==> config.mk <==
export PLATFORM = sky130hd
export DESIGN_NAME = pvc_exp_cell
export DESIGN_NICKNAME = d
export VERILOG_FILES = /design/src/rtl/pvc_pkg.sv /design/src/rtl/pvc_exp_cell.sv
export SDC_FILE = /design/constraint.sdc
export NUM_CORES = 2
export LEC_CHECK = 0
export BUFFER_PORTS_ARGS = -buffer_cell sky130_fd_sc_hd__buf_2
export CAP_MARGIN = 20
export CORE_AREA = 2 2 281 422
export CTS_BUF_LIST = sky130_fd_sc_hd__clkbuf_16
export DETAILED_ROUTE_END_ITERATION = 10
export DIE_AREA = 0 0 283 424
export PLACE_DENSITY = 0.52
export SLEW_MARGIN = 20
export SYNTH_ARGS = -nofsm -noshare
export SYNTH_HDL_FRONTEND = slang
export SYNTH_SLANG_ARGS = --single-unit
export TNS_END_PERCENT = 10
==> constraint.sdc <==
create_clock -name clock -period 13.95 [get_ports clock]
set_input_delay 1.395 -clock clock [delete_from_list [all_inputs] [get_ports clock]]
set_output_delay 1.395 -clock clock [all_outputs]
set_load 0.005 [all_outputs]
==> src/rtl/pvc_pkg.sv <==
// ----------------------------------------------------------------------------
// Petroleum volume correction package
// Shared widths, band codes, band constants and reciprocal multipliers.
// ----------------------------------------------------------------------------
`timescale 1ns / 1ps

package pvc_pkg;

   // Field widths of the request and response beats.
   localparam int DENSITY_W = 14;
   localparam int TEMP_W    = 15;
   localparam int VCF_W     = 16;

   // Density bands.
   typedef enum logic [1:0] {
      BAND_HEAVY   = 2'd0,
      BAND_MIDDLE  = 2'd1,
      BAND_TRANS   = 2'd2,
      BAND_DEFAULT = 2'd3
   } band_type;

   // Clamp limits of the inputs.
   localparam logic [DENSITY_W-1:0]      DENS_MIN = 14'd5000;
   localparam logic [DENSITY_W-1:0]      DENS_MAX = 14'd15000;
   localparam logic signed [TEMP_W-1:0]  TEMP_MIN = -15'sd5000;
   localparam logic signed [TEMP_W-1:0]  TEMP_MAX = 15'sd15000;
   localparam logic signed [TEMP_W-1:0]  TEMP_REF = 15'sd1500;

   // Quotient bits of the alpha dividers and their numerator widths.
   localparam int QUO_W     = 31;
   localparam int K0_W      = 25;
   localparam int K1_W      = 13;
   localparam int FRAC_W    = 38;
   localparam int NUM_SQ_W  = K0_W + FRAC_W;
   localparam int NUM_LIN_W = K1_W + FRAC_W;
   localparam int DEN_SQ_W  = 35;
   localparam int DEN_LIN_W = 24;

   // Number of series terms of the exponential.
   localparam int EXP_TERMS = 12;

   // Datapath widths of the series.
   localparam int V_W    = 32;
   localparam int TERM_W = 32;
   localparam int SUM_W  = 33;

   // One in Q30.
   localparam logic signed [TERM_W-1:0] Q30_ONE = 32'sh4000_0000;

   // Constant part of alpha for the transition band, in Q38.
   localparam logic [31:0] NEG_A_TRANS =
      32'(((64'd336312 << 38) + 64'd50000000) / 64'd100000000);

   // Reciprocal of 25 for values below 2^22, shift 27.
   localparam int          M25_SH = 27;
   localparam logic [22:0] M25    = 23'(((64'd1 << M25_SH) + 64'd24) / 64'd25);

   // Reciprocal of 5 for values below 2^31, shift 34.
   localparam int          M5_SH = 34;
   localparam logic [31:0] M5    = 32'(((64'd1 << M5_SH) + 64'd4) / 64'd5);

   // Sort a clamped density into its band.
   function automatic band_type band_of(input logic [DENSITY_W-1:0] d);
      band_type b;
      if (d > 14'd8390 && d < 14'd10750) begin
         b = BAND_HEAVY;
      end else if (d > 14'd7880 && d < 14'd8385) begin
         b = BAND_MIDDLE;
      end else if (d > 14'd7705 && d < 14'd7875) begin
         b = BAND_TRANS;
      end else begin
         b = BAND_DEFAULT;
      end
      return b;
   endfunction

   // K0 of each band in units of 1e-4.
   function automatic logic [K0_W-1:0] band_k0(input band_type b);
      logic [K0_W-1:0] k;
      unique case (b)
         BAND_HEAVY:  k = 25'd1869696;
         BAND_MIDDLE: k = 25'd5945418;
         BAND_TRANS:  k = 25'd26803206;
         default:     k = 25'd3464228;
      endcase
      return k;
   endfunction

   // K1 of each band in units of 1e-4.
   function automatic logic [K1_W-1:0] band_k1(input band_type b);
      logic [K1_W-1:0] k;
      unique case (b)
         BAND_HEAVY:   k = 13'd4862;
         BAND_DEFAULT: k = 13'd4388;
         default:      k = 13'd0;
      endcase
      return k;
   endfunction

   // Negated constant term of alpha in Q38.
   function automatic logic [31:0] band_na(input band_type b);
      logic [31:0] a;
      unique case (b)
         BAND_TRANS: a = NEG_A_TRANS;
         default:    a = 32'd0;
      endcase
      return a;
   endfunction

   // Pipeline tag that travels next to the datapath.
   typedef struct packed {
      logic                     valid;
      band_type                 band;
      logic signed [TEMP_W-1:0] dt;
   } pipe_type;

endpackage

==> src/rtl/pvc_exp_cell.sv <==
// ----------------------------------------------------------------------------
// Series cell
// Forms term k = round(term(k-1) * v / k) and accumulates the previous term.
// ----------------------------------------------------------------------------
`timescale 1ns / 1ps

module pvc_exp_cell
   import pvc_pkg::*;
#(
   parameter int K = 1
) (
   input  logic                     clock,
   input  logic                     adv,
   input  logic signed [V_W-1:0]    src_v,
   input  logic signed [TERM_W-1:0] src_term,
   input  logic signed [SUM_W-1:0]  src_sum,
   output logic signed [V_W-1:0]    dst_v,
   output logic signed [TERM_W-1:0] dst_term,
   output logic signed [SUM_W-1:0]  dst_sum
);

   localparam int          SH    = 31 + $clog2(K);
   localparam int          HALF  = K / 2;
   localparam logic [31:0] RECIP = 32'(((64'd1 << SH) + 64'(K) - 64'd1) / 64'(K));

   logic [31:0]              tmag, vmag;
   logic [63:0]              prod;
   logic [30:0]              p_ff, p_in;
   logic                     neg_ff, neg_in;
   logic signed [V_W-1:0]    va_ff;
   logic signed [SUM_W-1:0]  suma_ff, suma_in;
   logic [30:0]              a;
   logic [62:0]              qprod;
   logic [30:0]              qk;
   logic signed [V_W-1:0]    v_ff;
   logic signed [TERM_W-1:0] term_ff, term_in;
   logic signed [SUM_W-1:0]  sum_ff;

   // First half: rounded Q30 product of magnitudes, and the running sum.
   always_comb begin
      tmag    = src_term[TERM_W-1] ? 32'(-src_term) : 32'(src_term);
      vmag    = src_v[V_W-1] ? 32'(-src_v) : 32'(src_v);
      prod    = 64'(tmag) * 64'(vmag);
      p_in    = 31'((prod + 64'h2000_0000) >> 30);
      neg_in  = src_term[TERM_W-1] ^ src_v[V_W-1];
      suma_in = src_sum + SUM_W'(src_term);
   end

   always_ff @(posedge clock) begin
      if (adv) begin
         p_ff    <= p_in;
         neg_ff  <= neg_in;
         va_ff   <= src_v;
         suma_ff <= suma_in;
      end
   end

   // Second half: rounded division by K through its reciprocal.
   always_comb begin
      a       = 31'(p_ff + 31'(HALF));
      qprod   = 63'(a) * 63'(RECIP);
      qk      = 31'(qprod >> SH);
      term_in = neg_ff ? -signed'(TERM_W'(qk)) : signed'(TERM_W'(qk));
   end

   always_ff @(posedge clock) begin
      if (adv) begin
         v_ff    <= va_ff;
         term_ff <= term_in;
         sum_ff  <= suma_ff;
      end
   end

   assign dst_v    = v_ff;
   assign dst_term = term_ff;
   assign dst_sum  = sum_ff;

endmodule

==> flow_metrics.py <==
metrics = {
    "route": {
        "initialDrtViolationCount": 1689,
        "vias": 29848,
        "wirelength_um": 134000,
        "drc": 0,
        "ant_nets": 0,
        "drtPass1Iterations": 5,
        "wl_per_cell_um": 22.3,
        "avgViaCountPerCell": 4.99,
    },
    "clocking": {
        "cts.htree.levels": 4,
        "cts_hold_buf": 0,
        "insertion_delay_ps": 530,
        "cts.sinks": 194,
        "cts_tree": "yes",
        "clockBufferDepth": 2,
        "post_cts_buffers": 0,
        "cts_root_buffer": "clkbuf_16",
        "cts_made_buffers": 17,
        "ctsResizeCount": 0,
        "path_clk_slew_ps": 120,
    },
    "timing": {
        "min_period_ps": 11750,
        "rsz0062_at_grt": "false",
        "finalSetupTns_ps": 0,
        "maxSlewViolCount": 0,
        "hold_viol_final": 0,
        "setup_violations": 0,
        "worst-slew-pin-transition_ps": 1210,
        "skew_ps": 26.1,
        "clock.fmax_ghz": 0.0851,
        "holdWs_ps": 420,
        "maxSlewHeadroom_pct": 18.6,
        "final_min_period_over_clock_period_pct": 84.3,
    },
    "finish": {
        "fillers": 11786,
        "nNetsFinal": 5702,
        "area_growth_syn_to_layout_pct": 10.7,
        "layout-drive-gt1-share_pct": 9.38,
    },
    "global_route": {
        "track_usage_pct": 22.9,
        "grt_max_degree": 76,
        "grt_pass1_vias": 32780,
        "overflow": 0,
        "antenna_found_initial": 3,
        "grt_pass1_wl_um": 204000,
    },
    "worst_setup_path": {
        "cp_data_arrival_time_ps": 12020,
        "critical_path.slowest_cell": "xor2_2",
        "cp.required_ps": 14220,
        "cp-end-kind": "flop",
        "worstSetupPathType": "primary input to flop",
        "crit_fanout": 6,
        "slowest_delay_ps": 680,
        "crit_top_cell": "fa_1",
        "worstSetupStartpointType": "primary input",
    },
    "die": {
        "start_util_pct": 34.7,
        "die_width_um": 283,
        "die-height_um": 424,
        "core_mm2": 0.117,
        "die-area_mm2": 0.120,
        "ioPinCount": 196,
        "fp-row-count": 154,
    },
    "yosys": {
        "synth-seq-cells": 194,
        "synth_top_area_share_pct": 44.3,
        "avgSynthCellArea_um2": 9.57,
        "ys_types": 69,
        "muxShareOfSynthArea_pct": 0.0495,
        "synth-xor-area-share_pct": 4.67,
        "synth_area_mm2": 0.0405,
        "synth_edf_count": 194,
        "synth_compound_area_share_pct": 4.72,
        "syn_inst": 4229,
        "synth_warnings": 0,
        "synth_common_cells": "inv_1, fa_1, nor2_1",
        "synth_fa_ha_area_share_pct": 53.5,
        "synth_top_family_by_area": "adder cells",
        "yosys.area_share.simple_pct": 12.3,
        "synth_area_leaders": "fa_1, edfxtp_1, ha_1, inv_1, nor2_1",
        "synth_largest_area_cell": "fa_1",
        "ys.flop_type": "edfxtp_1",
        "ys_async_sr_fraction_pct": 0,
        "synth_most_common_cell": "inv_1",
        "ys_seq_area_share_pct": 14.4,
        "synth_fp_nets": 5520,
    },
    "flow_run": {
        "maxCapViolCount": 0,
    },
    "outcome": {
        "status": "finished clean",
    },
    "min_path": {
        "hold_path_class": "flop to flop",
    },
    "place": {
        "hpwl_um": 111000,
        "gp_congestion": 0.924,
        "io_buffers": 195,
    },
}
per-layer routing:
layer / share of wire, % / up-vias / track usage, %
li1: - / 13008 / -
met1: 37 / 15650 / 26.0
met2: 53 / 896 / 41.7
met3: 4.7 / 292 / 2.96
met4: 5.8 / 2 / 11.7
met5: 0.0097 / - / 0
final timing paths:
path                            endpoint  slack, ps                start  cells past startpoint
setup / recovery      p_ff[30]$_DFFE_PP_       2200          src_term[6]                     31
hold / removal       dst_v[14]$_DFFE_PP_        420  va_ff[14]$_DFFE_PP_                      0
setup reg to reg  dst_term[29]$_DFFE_PP_      10200    p_ff[3]$_DFFE_PP_                      9
hold reg to reg      dst_v[14]$_DFFE_PP_        420  va_ff[14]$_DFFE_PP_                      0
layout by cell type (no fill, tap or decap), drive strengths merged, types with 7 or more instances in the layout:
cell type and count:
xnor2 125, and3 7, o21bai 17, a21oi 68, o31a 7, ha 296
o31ai 25, nor2 605, o211ai 7, nand2b 9, or4 16, o41ai 13
inv 965, or3 11, o21ai 68, edfxtp 194, nand3 22, and2 16
a21o 34, clkbuf 17, nor3 9, nand2 501, xor2 85, buf 323
nor4 9, o21a 7, fa 896
worst max-delay path, delay by kind of cell:
| family | cells | cell delay [ps] |
|---|---|---|
| compound gates | 6 | 2630 |
| fa+ha+maj | 9 | 4250 |
| buf+inv | 8 | 650 |
| xor+xnor | 2 | 800 |
| simple gates | 6 | 2280 |
stage by stage:
stage	area, um2	instances	worst slack (ps)	util [%]
floorplan	40500	4229	3390	-
global placement	44100	5951	1470	37.8
detailed placement	44100	5951	1640	37.8
CTS	44800	5983	2170	38.4
global route	44800	5985	1690	38.4
finish	44800	5985	2200	38.4
sequential cells by signal (all words and copies together), names as in the netlist:
signal / flops
dst_v: 32
dst_term: 32
dst_sum: 33
neg_ff: 1
p_ff: 31
suma_ff: 33
va_ff: 32
area by class of cell:
type	instances	area, um2	share of cell area (%)
well taps	1560	1950	4.36
clock inverters	15	249	0.556
clock buffers	17	425	0.950
repair buffers	323	1950	4.36
inverters	956	3590	8.01
multi-input cells	2919	30800	68.7
diodes	1	2.50	0.00559
flip-flops and latches	194	5830	13.0
cell families after synthesis:
logic type | Yosys count
simple gates | 1228
fa+ha+maj | 1192
buf+inv | 1116
compound gates | 286
xor+xnor | 211
flops | 194
mux | 2
Power is not shown: default switching activity piles up to over one toggle a cycle in this logic, so the estimate is an artifact.
